`config.mk`:
```
export PLATFORM = sky130hd
export DESIGN_NAME = minmax_uniform_quantizer_flat
export DESIGN_NICKNAME = d
export VERILOG_FILES = /design/src/mmq_pkg.sv /design/src/mmq_if.sv /design/src/mmq_ctrl.sv /design/src/mmq_datapath.sv /design/src/minmax_uniform_quantizer.sv /design/src/flat_wrapper.sv
export SDC_FILE = /design/constraint.sdc
export NUM_CORES = 1
export LEC_CHECK = 0
export ABC_AREA = 1
export BUFFER_PORTS_ARGS = -buffer_cell sky130_fd_sc_hd__buf_2
export CAP_MARGIN = 20
export CORE_AREA = 5 5 196 217
export DETAILED_ROUTE_END_ITERATION = 8
export DIE_AREA = 0 0 201 222
export PLACE_DENSITY = 0.64
export SYNTH_ARGS = -nofsm -noshare
export SYNTH_HDL_FRONTEND = slang
export SYNTH_HIERARCHICAL = 1
export SYNTH_SLANG_ARGS = --single-unit
```
`constraint.sdc`:
```
create_clock -name clk_i -period 6.1 [get_ports clk_i]
set_input_delay 1.22 -clock clk_i [delete_from_list [all_inputs] [get_ports clk_i]]
set_output_delay 1.22 -clock clk_i [all_outputs]
set_load 0.02 [all_outputs]
```
`src/mmq_pkg.sv`:
```
// Package: shared constants, controller state and command/status types for the quantizer.
`default_nettype none
package mmq_pkg;

  localparam int SAMPLE_WIDTH_DEF   = 16;
  localparam int MAX_LEVEL_BITS_DEF = 8;
  localparam int CFG_WIDTH          = 4;

  localparam logic [CFG_WIDTH-1:0] LEVEL_BITS_RESET = 4'd8;

  localparam logic OP_MEASURE  = 1'b0;
  localparam logic OP_QUANTIZE = 1'b1;

  typedef enum logic [4:0] {
    ST_IDLE = 5'b00001,
    ST_DIV  = 5'b00010,
    ST_MUL  = 5'b00100,
    ST_MID  = 5'b01000,
    ST_DONE = 5'b10000
  } mmq_state_e;

  typedef struct packed {
    logic measure;
    logic start;
    logic div_step;
    logic mul;
    logic mid;
    logic load_out;
  } mmq_cmd_t;

  typedef struct packed {
    logic have_range;
  } mmq_status_t;

endpackage
`default_nettype wire

```
`src/mmq_if.sv`:
```
// Interfaces: sample input, result output and configuration write channels.
`default_nettype none
interface mmq_in_if #(
  parameter int SAMPLE_WIDTH = 16
);
  logic                           valid;
  logic                           ready;
  logic                           op;
  logic signed [SAMPLE_WIDTH-1:0] sample;

  modport source (output valid, output op, output sample, input ready);
  modport sink   (input valid, input op, input sample, output ready);
endinterface

interface mmq_out_if #(
  parameter int SAMPLE_WIDTH   = 16,
  parameter int MAX_LEVEL_BITS = 8
);
  logic                           valid;
  logic                           ready;
  logic [MAX_LEVEL_BITS-1:0]      level_index;
  logic signed [SAMPLE_WIDTH-1:0] reconstructed;
  logic                           no_range;

  modport source (output valid, output level_index, output reconstructed, output no_range,
                  input ready);
  modport sink   (input valid, input level_index, input reconstructed, input no_range,
                  output ready);
endinterface

interface mmq_cfg_if #(
  parameter int CFG_WIDTH = 4
);
  logic                 valid;
  logic                 ready;
  logic [CFG_WIDTH-1:0] data;

  modport source (output valid, output data, input ready);
  modport sink   (input valid, input data, output ready);
endinterface
`default_nettype wire

```
`src/mmq_ctrl.sv`:
```
// Controller: sequences measure and quantize transactions and owns the result valid flag.
`default_nettype none
module mmq_ctrl
  import mmq_pkg::*;
#(
  parameter int SAMPLE_WIDTH = SAMPLE_WIDTH_DEF
) (
  input  wire         clk_i,
  input  wire         rst_ni,
  input  wire         in_valid_i,
  input  wire         in_op_i,
  output logic        in_ready_o,
  input  wire         out_ready_i,
  output logic        out_valid_o,
  input  mmq_status_t status_i,
  output mmq_cmd_t    cmd_o
);

  localparam int CW = (SAMPLE_WIDTH > 1) ? $clog2(SAMPLE_WIDTH) : 1;

  mmq_state_e    state_q, state_d;
  logic [CW-1:0] cnt_q, cnt_d;
  logic          out_valid_q, out_valid_d;

  always_comb begin
    state_d     = state_q;
    cnt_d       = cnt_q;
    out_valid_d = out_valid_q & ~out_ready_i;
    cmd_o       = '0;
    in_ready_o  = 1'b0;
    case (state_q)
      ST_IDLE: begin
        in_ready_o = 1'b1;
        if (in_valid_i) begin
          if (in_op_i == OP_MEASURE) begin
            cmd_o.measure = 1'b1;
          end else begin
            cmd_o.start = 1'b1;
            cnt_d       = '0;
            state_d     = status_i.have_range ? ST_DIV : ST_DONE;
          end
        end
      end
      ST_DIV: begin
        cmd_o.div_step = 1'b1;
        cnt_d          = cnt_q + 1'b1;
        if (cnt_q == CW'(SAMPLE_WIDTH - 1)) begin
          state_d = ST_MUL;
        end
      end
      ST_MUL: begin
        cmd_o.mul = 1'b1;
        state_d   = ST_MID;
      end
      ST_MID: begin
        cmd_o.mid = 1'b1;
        state_d   = ST_DONE;
      end
      ST_DONE: begin
        if (!out_valid_q || out_ready_i) begin
          cmd_o.load_out = 1'b1;
          out_valid_d    = 1'b1;
          state_d        = ST_IDLE;
        end
      end
      default: begin
        state_d = ST_IDLE;
      end
    endcase
  end

  always_ff @(posedge clk_i or negedge rst_ni) begin
    if (!rst_ni) begin
      state_q     <= ST_IDLE;
      cnt_q       <= '0;
      out_valid_q <= 1'b0;
    end else begin
      state_q     <= state_d;
      cnt_q       <= cnt_d;
      out_valid_q <= out_valid_d;
    end
  end

  assign out_valid_o = out_valid_q;

endmodule
`default_nettype wire

```
`src/mmq_datapath.sv`:
```
// Datapath: range tracking, restoring divider, interval midpoint and result registers.
`default_nettype none
module mmq_datapath
  import mmq_pkg::*;
#(
  parameter int SAMPLE_WIDTH   = SAMPLE_WIDTH_DEF,
  parameter int MAX_LEVEL_BITS = MAX_LEVEL_BITS_DEF
) (
  input  wire                            clk_i,
  input  wire                            rst_ni,
  input  mmq_cmd_t                       cmd_i,
  output mmq_status_t                    status_o,
  input  wire signed [SAMPLE_WIDTH-1:0]  sample_i,
  input  wire                            cfg_valid_i,
  input  wire [CFG_WIDTH-1:0]            cfg_data_i,
  output logic [MAX_LEVEL_BITS-1:0]      level_index_o,
  output logic signed [SAMPLE_WIDTH-1:0] reconstructed_o,
  output logic                           no_range_o
);

  localparam int SW   = SAMPLE_WIDTH;
  localparam int MLB  = MAX_LEVEL_BITS;
  localparam int LBW  = $clog2(MAX_LEVEL_BITS + 1);
  localparam int PW   = SW + MLB;
  localparam int SUMW = PW + 3;

  logic [CFG_WIDTH-1:0] level_bits_q;
  logic signed [SW-1:0] min_q, max_q;
  logic                 have_q;

  logic [SW-1:0]        quo_q, rem_q, step_q, bucket_q;
  logic                 neg_q;
  logic [MLB-1:0]       idx_q;
  logic [PW-1:0]        prod_q;
  logic [MLB-1:0]       res_idx_q;
  logic [SW-1:0]        res_val_q;
  logic                 res_nr_q;

  logic [LBW-1:0]       lb;
  logic [SW:0]          diff_full, d_full, trial;
  logic [SW-1:0]        diff, bucket, step;
  logic                 ge;
  logic [PW-1:0]        qx, prod_w;
  logic                 over;
  logic [MLB-1:0]       lvl_mask, idx_w;
  logic [SUMW-1:0]      start_w, sum_w, rnd_w;

  always_comb begin
    if (level_bits_q == '0) begin
      lb = LBW'(1);
    end else if (32'(level_bits_q) > MLB) begin
      lb = LBW'(MLB);
    end else begin
      lb = LBW'(level_bits_q);
    end
  end

  assign diff_full = {max_q[SW-1], max_q} - {min_q[SW-1], min_q};
  assign diff      = diff_full[SW-1:0];
  assign bucket    = diff >> lb;
  assign step      = bucket + 1'b1;
  assign d_full    = {sample_i[SW-1], sample_i} - {min_q[SW-1], min_q};

  assign trial = {rem_q, quo_q[SW-1]};
  assign ge    = trial >= {1'b0, step_q};

  assign qx       = {{MLB{1'b0}}, quo_q};
  assign over     = (qx >> lb) != '0;
  assign lvl_mask = ~({MLB{1'b1}} << lb);
  assign idx_w    = neg_q ? '0 : (over ? lvl_mask : qx[MLB-1:0]);
  assign prod_w   = idx_w * step_q;

  assign start_w = {{(SUMW-SW){min_q[SW-1]}}, min_q} + {3'b000, prod_q};
  assign sum_w   = (start_w << 1) + {{(SUMW-SW){1'b0}}, bucket_q};
  assign rnd_w   = sum_w + {{(SUMW-1){1'b0}}, sum_w[SUMW-1]};

  always_ff @(posedge clk_i or negedge rst_ni) begin
    if (!rst_ni) begin
      level_bits_q <= LEVEL_BITS_RESET;
      min_q        <= '0;
      max_q        <= '0;
      have_q       <= 1'b0;
    end else begin
      if (cfg_valid_i) begin
        level_bits_q <= cfg_data_i;
      end
      if (cmd_i.measure) begin
        if (!have_q) begin
          min_q  <= sample_i;
          max_q  <= sample_i;
          have_q <= 1'b1;
        end else if (sample_i < min_q) begin
          min_q <= sample_i;
        end else if (sample_i > max_q) begin
          max_q <= sample_i;
        end
      end
    end
  end

  always_ff @(posedge clk_i) begin
    if (cmd_i.start) begin
      quo_q     <= d_full[SW-1:0];
      rem_q     <= '0;
      neg_q     <= d_full[SW];
      step_q    <= step;
      bucket_q  <= bucket;
      res_idx_q <= '0;
      res_val_q <= sample_i;
      res_nr_q  <= 1'b1;
    end
    if (cmd_i.div_step) begin
      rem_q <= ge ? SW'(trial - {1'b0, step_q}) : trial[SW-1:0];
      quo_q <= {quo_q[SW-2:0], ge};
    end
    if (cmd_i.mul) begin
      idx_q  <= idx_w;
      prod_q <= prod_w;
    end
    if (cmd_i.mid) begin
      res_idx_q <= idx_q;
      res_val_q <= rnd_w[SW:1];
      res_nr_q  <= 1'b0;
    end
    if (cmd_i.load_out) begin
      level_index_o   <= res_idx_q;
      reconstructed_o <= res_val_q;
      no_range_o      <= res_nr_q;
    end
  end

  assign status_o.have_range = have_q;

endmodule
`default_nettype wire

```
`src/minmax_uniform_quantizer.sv`:
```
// Top level: two-pass min/max uniform scalar quantizer for signed PCM samples.
// Measure transaction: no result; the next transaction can be accepted the cycle after.
// Quantize transaction: the restoring divider produces one quotient bit per cycle, then the
// product and midpoint are registered; input stays busy until the result is loaded.
// Quantize before any measure: no division; the result is flagged no_range.
// Reset (async, active low): range cleared, level_bits = 8, no result pending.
`default_nettype none
module minmax_uniform_quantizer
  import mmq_pkg::*;
#(
  parameter int SAMPLE_WIDTH   = SAMPLE_WIDTH_DEF,
  parameter int MAX_LEVEL_BITS = MAX_LEVEL_BITS_DEF
) (
  input  wire        clk_i,
  input  wire        rst_ni,
  mmq_in_if.sink     in_i,
  mmq_out_if.source  out_o,
  mmq_cfg_if.sink    cfg_i
);

  mmq_cmd_t    cmd;
  mmq_status_t status;
  logic        in_ready;
  logic        out_valid;

  mmq_ctrl #(
    .SAMPLE_WIDTH (SAMPLE_WIDTH)
  ) u_ctrl (
    .clk_i       (clk_i),
    .rst_ni      (rst_ni),
    .in_valid_i  (in_i.valid),
    .in_op_i     (in_i.op),
    .in_ready_o  (in_ready),
    .out_ready_i (out_o.ready),
    .out_valid_o (out_valid),
    .status_i    (status),
    .cmd_o       (cmd)
  );

  mmq_datapath #(
    .SAMPLE_WIDTH   (SAMPLE_WIDTH),
    .MAX_LEVEL_BITS (MAX_LEVEL_BITS)
  ) u_datapath (
    .clk_i           (clk_i),
    .rst_ni          (rst_ni),
    .cmd_i           (cmd),
    .status_o        (status),
    .sample_i        (in_i.sample),
    .cfg_valid_i     (cfg_i.valid),
    .cfg_data_i      (cfg_i.data),
    .level_index_o   (out_o.level_index),
    .reconstructed_o (out_o.reconstructed),
    .no_range_o      (out_o.no_range)
  );

  assign in_i.ready  = in_ready;
  assign out_o.valid = out_valid;
  assign cfg_i.ready = 1'b1;

endmodule
`default_nettype wire

```
`src/flat_wrapper.sv`:
```
// flat-port wrapper written by rule: the top's interface ports become plain ports
module minmax_uniform_quantizer_flat import mmq_pkg::*;
#(
  parameter int SAMPLE_WIDTH   = SAMPLE_WIDTH_DEF,
  parameter int MAX_LEVEL_BITS = MAX_LEVEL_BITS_DEF
)
  (clk_i, rst_ni, in_i_valid, in_i_op, in_i_sample, in_i_ready, out_o_valid, out_o_level_index, out_o_reconstructed, out_o_no_range, out_o_ready, cfg_i_valid, cfg_i_data, cfg_i_ready);
  mmq_in_if #(.SAMPLE_WIDTH(SAMPLE_WIDTH)) in_i_i ();
  mmq_out_if #(.SAMPLE_WIDTH(SAMPLE_WIDTH), .MAX_LEVEL_BITS(MAX_LEVEL_BITS)) out_o_i ();
  mmq_cfg_if #(.CFG_WIDTH(CFG_WIDTH)) cfg_i_i ();
  input  wire clk_i;
  input  wire rst_ni;
  input wire logic [$bits(in_i_i.valid)-1:0] in_i_valid;
  input wire logic [$bits(in_i_i.op)-1:0] in_i_op;
  input wire logic [$bits(in_i_i.sample)-1:0] in_i_sample;
  output wire logic [$bits(in_i_i.ready)-1:0] in_i_ready;
  output wire logic [$bits(out_o_i.valid)-1:0] out_o_valid;
  output wire logic [$bits(out_o_i.level_index)-1:0] out_o_level_index;
  output wire logic [$bits(out_o_i.reconstructed)-1:0] out_o_reconstructed;
  output wire logic [$bits(out_o_i.no_range)-1:0] out_o_no_range;
  input wire logic [$bits(out_o_i.ready)-1:0] out_o_ready;
  input wire logic [$bits(cfg_i_i.valid)-1:0] cfg_i_valid;
  input wire logic [$bits(cfg_i_i.data)-1:0] cfg_i_data;
  output wire logic [$bits(cfg_i_i.ready)-1:0] cfg_i_ready;
  assign in_i_i.valid = in_i_valid;
  assign in_i_i.op = in_i_op;
  assign in_i_i.sample = in_i_sample;
  assign in_i_ready = in_i_i.ready;
  assign out_o_valid = out_o_i.valid;
  assign out_o_level_index = out_o_i.level_index;
  assign out_o_reconstructed = out_o_i.reconstructed;
  assign out_o_no_range = out_o_i.no_range;
  assign out_o_i.ready = out_o_ready;
  assign cfg_i_i.valid = cfg_i_valid;
  assign cfg_i_i.data = cfg_i_data;
  assign cfg_i_ready = cfg_i_i.ready;
  minmax_uniform_quantizer #(.SAMPLE_WIDTH(SAMPLE_WIDTH), .MAX_LEVEL_BITS(MAX_LEVEL_BITS)) u_core (.clk_i(clk_i), .rst_ni(rst_ni), .in_i(in_i_i), .out_o(out_o_i), .cfg_i(cfg_i_i));
endmodule
```
==> results of run 1 <==
==> per-layer routing <==
| metal | GRT usage | up-vias | wire [um] |
|---|---|---|---|
| met1 | 0.2874 | 7145 | 21850 |
| li1 | - | 7543 | - |
| met2 | 0.3788 | 359 | 23850 |
| met3 | 0.02282 | 75 | 1856 |
| met4 | 0.07484 | 0 | 1531 |
| met5 | 0 | - | 0 |
==> cells in the final DEF (no fill, tap or decap), types with 8 or more instances in the layout <==
| cell | Yosys | routed |
|---|---|---|
| nor2_4 | 8 | 14 |
| a31oi_1 | 11 | 11 |
| xor2_1 | 49 | 49 |
| buf_2 | 10 | 53 |
| o21ai_1 | 17 | 19 |
| nor2_2 | 22 | 41 |
| xnor2_1 | 33 | 33 |
| o21ai_0 | 110 | 104 |
| or2_2 | 9 | 9 |
| nand3_2 | 7 | 9 |
| edfxtp_1 | 146 | 146 |
| nand4_1 | 23 | 23 |
| nand3_1 | 140 | 138 |
| buf_4 | 4 | 73 |
| a21oi_1 | 114 | 103 |
| ha_4 | 0 | 12 |
| fa_1 | 89 | 85 |
| inv_2 | 15 | 28 |
| nor2_1 | 216 | 191 |
| ha_1 | 151 | 139 |
| a21oi_2 | 2 | 9 |
| nor3_1 | 12 | 10 |
| clkinv_1 | 10 | 10 |
| clkbuf_16 | 0 | 17 |
| o21bai_1 | 8 | 8 |
| nand2_2 | 13 | 16 |
| inv_1 | 377 | 364 |
| nand2_1 | 541 | 534 |
| dfrtp_1 | 45 | 45 |
==> cell usage after synthesis, types with 4 or more instances <==
library cell  count
nand2_1         541
inv_1           377
nor2_1          216
ha_1            151
edfxtp_1        146
nand3_1         140
a21oi_1         114
o21ai_0         110
fa_1             89
xor2_1           49
dfrtp_1          45
xnor2_1          33
nand4_1          23
nor2_2           22
o21ai_1          17
clkbuf_1         16
inv_2            15
nand2_2          13
nor3_1           12
a31oi_1          11
buf_2            10
clkinv_1         10
or2_2             9
nor2_4            8
o21bai_1          8
a21o_1            7
nand3_2           7
nand3b_1          7
buf_6             5
buf_4             4
nor3_4            4
o211ai_1          4
o21a_1            4
==> logic make-up (layout without fill, tap and decap cells) <==
logic type | count (synthesis) | count (layout) | share of synthesized area
other | 2 | 2 | 0.0004203
XOR/XNOR | 82 | 82 | 0.04019
flip-flops | 194 | 194 | 0.3124
AND/OR/NAND/NOR | 1019 | 1019 | 0.2496
adder cells (fa/ha/maj) | 240 | 240 | 0.2054
AO/OA/AOI/OAI | 301 | 301 | 0.09565
buffers and inverters | 440 | 571 | 0.09621
==> timing repair <==
item | 4_1_cts | 5_1_grt
endpoints found under the setup margin | 4 | 15
buffers inserted | 1 | 16
pin swaps | 2 | 75
endpoints found under the hold margin | 0 | 0
gates resized for setup | 7 | 105
cloned | 0 | 1
==> final cells by class <==
cell class	instances	area [um2]	share of cell area
timing repair buffer	136	942.2	0.04644
multi-input combinational	1644	10990	0.5419
tap	513	641.9	0.03164
clock buffer	17	425.4	0.02097
clock inverter	15	185.2	0.009128
inverter	403	1515	0.07469
sequential	194	5583	0.2752
==> registers in the layout, summed over array words and instances (netlist names), 5 cells and up <==
| signal | cells |
|---|---|
| u_core/u_datapath/step_q | 16 |
| u_core/u_datapath/res_val_q | 16 |
| u_core/u_datapath/prod_q | 24 |
| u_core/u_datapath/min_q | 16 |
| u_core/u_datapath/max_q | 16 |
| u_core/u_datapath/rem_q | 16 |
| u_core/u_datapath/res_idx_q | 8 |
| u_core/u_datapath/level_index_o | 8 |
| u_core/u_datapath/idx_q | 8 |
| u_core/u_ctrl/state_q | 5 |
| u_core/u_datapath/quo_q | 16 |
| u_core/u_datapath/reconstructed_o | 16 |
| u_core/u_datapath/bucket_q | 16 |
==> worst max path at each step <==
stage / start / to / slack, ns
2_1_floorplan: u_core/u_datapath/level_bits_q[3]$_DFFE_PN1P_ / u_core/u_datapath/prod_q[21]$_DFFE_PP_ / 0.02
3_3_place_gp: u_core/u_datapath/level_bits_q[3]$_DFFE_PN1P_ / u_core/u_datapath/prod_q[20]$_DFFE_PP_ / 0.008
3_5_place_dp: u_core/u_datapath/level_bits_q[3]$_DFFE_PN1P_ / u_core/u_datapath/prod_q[20]$_DFFE_PP_ / -0.09
4_1_cts: u_core/u_datapath/level_bits_q[3]$_DFFE_PN1P_ / u_core/u_datapath/prod_q[23]$_DFFE_PP_ / 0.008
5_1_grt: u_core/u_datapath/level_bits_q[3]$_DFFE_PN1P_ / u_core/u_datapath/prod_q[21]$_DFFE_PP_ / -0.24
6_report: u_core/u_datapath/level_bits_q[3]$_DFFE_PN1P_ / u_core/u_datapath/prod_q[19]$_DFFE_PP_ / 0.08
==> through the flow <==
step	instance area [um2]	util	std cells	worst slack, ns	TNS, ns
detailed placement	19060	0.4767	2870	-0.09235	-0.1924
finish	20290	0.5074	2922	0.07880	0
global placement	19060	0.4767	2870	0.007885	0
floorplan	17880	-	2278	0.02423	0
CTS	19700	0.4927	2903	0.007747	0
global route	20290	0.5074	2922	-0.2383	-1.312
==> flow_metrics.py, run 1 <==
metrics = {
    "status": {
        "status": "finished, final reports clean",
    },
    "timing": {
        "timing.final.crit_share": 0.9871,
        "finalSetupViolations": 0,
        "fmax_ghz": 0.1661,
        "drv_slew": 0,
        "max_slew.worst_pin.slew_ns": 1.054,
        "relSlewSlack": 0.2950,
        "rsz0062_at_grt": "true",
        "clock_skew_ns": 0.01772,
        "fin_crit_ns": 6.021,
        "hold_violations": 0,
        "finalHoldWorstSlack_ns": 0.4220,
    },
    "routing": {
        "viasPerCell": 5.175,
        "post_drt_wl_per_cell_um": 16.80,
        "via_count": 15122,
        "first_iter_violations": 930,
        "wl_mm": 49.09,
        "drc": 0,
        "final_antenna_net_count": 0,
        "firstDrtPassIters": 5,
    },
    "setup_path": {
        "worstReg2RegStart": "u_core/u_datapath/level_bits_q[3]$_DFFE_PN1P_",
        "r2r_cells": 34,
        "reg2reg_setup_slack_ns": 0.08,
        "path_class": "register to register",
        "critPathBufInv": 8,
        "path_max_fanout": 7,
        "r2r-end": "u_core/u_datapath/prod_q[19]$_DFFE_PP_",
        "required_ns": 6.30,
        "critPathCaptureType": "register",
        "cp_common_cell": "inv_2",
        "path_delay_family": "adder cells",
        "cp_slowest_cell": "fa_1",
        "worst-path-stages": 34,
        "max_stage_delay_ns": 0.55,
        "cp_data_arrival_time_ns": 6.22,
        "cp-start-kind": "register",
    },
    "clock_tree": {
        "cts_buffer_depth": 2,
        "clk_transition_reported_paths_ns": 0.08,
        "cts_root_buf": "clkbuf_16",
        "cts_inserted_buffers": 17,
        "cts_max_level": 4,
        "cts_tree": "built",
        "cts.sinks": 194,
        "cts_hold_buf": 0,
        "clk_latency_ns": 0.46,
    },
    "grt": {
        "grt_pass1_vias": 14846,
        "antenna_found_initial": 0,
        "grt-ovfl-total": 0,
        "grt.total_usage": 0.2190,
        "grt_pass1_wl_mm": 77.75,
        "grt_max_degree": 48,
    },
    "cells_and_area": {
        "nets": 2662,
        "drive_gt1_frac": 0.1457,
        "synthToLayoutAreaGrowth_pct": 13.54,
        "nFillCells": 3779,
        "diodes": 0,
    },
    "logic_synthesis": {
        "post_synth_inst_count": 2278,
        "syn_avg_cell_area_um2": 7.844,
        "synth-main-ff-cell": "edfxtp_1",
        "ys_seq_area_frac": 0.3124,
        "synth_top_area_cell": "edfxtp_1",
        "yosysWarnings": 6,
        "ys_seq_elements": 194,
        "synth_top_area_share": 0.2454,
        "synth.distinct_cells": 62,
        "async_flop_share": 0.2423,
        "synth_area_mm2": 0.01787,
        "synth_edf_count": 146,
        "synthTopCellsByArea": "edfxtp_1 (25%), nand2_1 (11%), ha_1 (11%)",
        "syn-num-nets": 2544,
    },
    "floorplanning": {
        "ios": 54,
        "num_rows": 77,
        "coreArea_mm2": 0.03998,
        "fp.dieH_um": 222,
        "dieArea_mm2": 0.04462,
        "die_w_um": 201,
        "initial_core_util": 0.4469,
    },
    "hold_path": {
        "holdPathEnd": "u_core/u_datapath/reconstructed_o[2]$_DFFE_PP_",
        "worstHoldPathCells": 0,
        "hold_class": "register to register",
        "holdCritStartpoint": "u_core/u_datapath/res_val_q[2]$_DFFE_PP_",
    },
    "flow_run": {
        "drv_cap": 0,
    },
    "placement": {
        "port_buffers": 52,
        "gp_congestion": 0.9386,
        "hpwl_mm": 39.65,
    },
}
Power of run 1 is left out: the tool's default activity adds up to more than one toggle a clock period on the data nets, which glitch-free logic cannot reach.
==> inputs of run 2 (changes only) <==
MAX_ROUTING_LAYER = met4   (was default)
==> flow_metrics.py, run 2 (synthesis gave the netlist of run 1 again) <==
metrics = {
    "hold_path": {
        "worstHoldPathCells": 0,
        "hold_class": "register to register",
    },
    "grt": {
        "grt.total_usage": 0.2280,
        "grt_pass1_vias": 15133,
        "grt_pass1_wl_mm": 78.80,
        "grt-ovfl-total": 0,
        "grt_max_degree": 42,
        "antenna_found_initial": 1,
    },
    "timing": {
        "clock_skew_ns": 0.01508,
        "max_slew.worst_pin.slew_ns": 1.069,
        "hold_violations": 0,
        "rsz0062_at_grt": "true",
        "finalSetupViolations": 0,
        "fmax_ghz": 0.1659,
        "timing.final.crit_share": 0.9879,
        "tns_ns": 0,
        "relSlewSlack": 0.2847,
        "drv_slew": 0,
        "fin_crit_ns": 6.026,
    },
    "setup_path": {
        "max_stage_delay_ns": 0.55,
        "critPathBufInv": 7,
        "cp_slowest_cell": "fa_1",
        "cp_common_cell": "inv_2",
        "path_max_fanout": 8,
        "critPathCaptureType": "register",
        "path_delay_family": "adder cells",
        "required_ns": 6.30,
        "r2r_cells": 32,
        "path_class": "register to register",
        "cp-start-kind": "register",
        "cp_data_arrival_time_ns": 6.23,
        "worst-path-stages": 32,
    },
    "routing": {
        "first_iter_violations": 1047,
        "wl_mm": 50.16,
        "firstDrtPassIters": 5,
        "viasPerCell": 5.227,
        "post_drt_wl_per_cell_um": 17.13,
        "via_count": 15304,
        "drc": 0,
        "final_antenna_net_count": 0,
    },
    "status": {
        "status": "finished, final reports clean",
    },
    "floorplanning": {
        "coreArea_mm2": 0.03998,
        "num_rows": 77,
        "initial_core_util": 0.4469,
        "ios": 54,
        "fp.dieH_um": 222,
        "dieArea_mm2": 0.04462,
        "die_w_um": 201,
    },
    "clock_tree": {
        "cts_hold_buf": 0,
        "cts_inserted_buffers": 17,
        "clk_latency_ns": 0.46,
        "cts_max_level": 4,
        "cts.sinks": 194,
        "cts_root_buf": "clkbuf_16",
        "cts_tree": "built",
        "clk_transition_reported_paths_ns": 0.08,
        "cts_buffer_depth": 2,
    },
    "placement": {
        "port_buffers": 52,
        "gp_congestion": 0.9432,
        "hpwl_mm": 40.28,
    },
    "flow_run": {
        "drv_cap": 0,
    },
    "cells_and_area": {
        "largest_reg_flops": 24,
        "drive_gt1_frac": 0.1557,
        "largest-register": "u_core/u_datapath/prod_q",
        "utilization": 0.5128,
        "nets": 2668,
        "final_cell_mix": "nand2_1 (534), inv_1 (363), nor2_1 (178)",
        "diodes": 0,
        "layout_commonest_cell": "nand2_1",
        "synthToLayoutAreaGrowth_pct": 14.74,
    },
}
## run 2: cell count changes in the layout (fill, tap and decap cells not counted), sizes merged
cell    previous run  this run
buf              136       142
inv              400       403
clkinv            16        14
bufinv             1         0
## run 2: area by class of cell
| type | instances | area [um2] |
|---|---|---|
| fill | 3791 | 19480 |
| multi-input combinational | 1644 | 11120 |
| sequential | 194 | 5583 |
| inverter | 403 | 1520 |
| timing repair buffer | 142 | 1018 |
| tap | 513 | 641.9 |
| clock buffer | 17 | 425.4 |
| clock inverter | 15 | 192.7 |
## run 2: final timing paths
kind / to / slack (ns) / startpoint
min in group asynchronous: u_core/u_datapath/level_bits_q[2]$_DFFE_PN0P_ / 0.73 / rst_ni
setup / recovery: u_core/u_datapath/prod_q[23]$_DFFE_PP_ / 0.07 / u_core/u_datapath/level_bits_q[3]$_DFFE_PN1P_
max in group asynchronous: u_core/u_datapath/min_q[15]$_DFFE_PN0P_ / 4.81 / rst_ni
hold / removal: u_core/u_datapath/reconstructed_o[8]$_DFFE_PP_ / 0.42 / u_core/u_datapath/res_val_q[8]$_DFFE_PP_
hold reg to reg: u_core/u_datapath/reconstructed_o[8]$_DFFE_PP_ / 0.42 / u_core/u_datapath/res_val_q[8]$_DFFE_PP_
setup reg to reg: u_core/u_datapath/prod_q[23]$_DFFE_PP_ / 0.07 / u_core/u_datapath/level_bits_q[3]$_DFFE_PN1P_
## run 2: worst register-to-register path: cells and delay by family (launching register included)
kind,cells,cell delay [ns]
adder cells (fa/ha/maj),5,2.31
AO/OA/AOI/OAI,10,1.54
AND/OR/NAND/NOR,9,0.82
buffers and inverters,7,0.57
flip-flops,1,0.38
XOR/XNOR,1,0.15
## run 2: per-layer routing
layer / vias up / wire [um] / global-route usage
met4: 0 / 1600 / 0.07684
met3: 91 / 2096 / 0.02604
met5: - / 0 / -
met1: 7288 / 22190 / 0.2897
met2: 354 / 24270 / 0.3811
li1: 7571 / - / -
## run 2: stage by stage
stage	instance area [um2]	std cells	hold WS, ns	worst slack (ns)
6_report	20500	2928	0.4186	0.07394
5_1_grt	20500	2928	0.4327	-0.2140
4_1_cts	19790	2909	0.4217	0.01018
3_5_place_dp	19120	2874	0.4045	-0.1068
3_3_place_gp	19100	2873	0.4028	0.005078
2_1_floorplan	17880	2278	0.4003	0.02423
## run 2: repair_timing
action,CTS,global route
setup buffers,3,17
resized for setup,11,135
pin swaps,8,93
setup endpoints to repair,5,15
Power of run 2 is left out for the same reason.
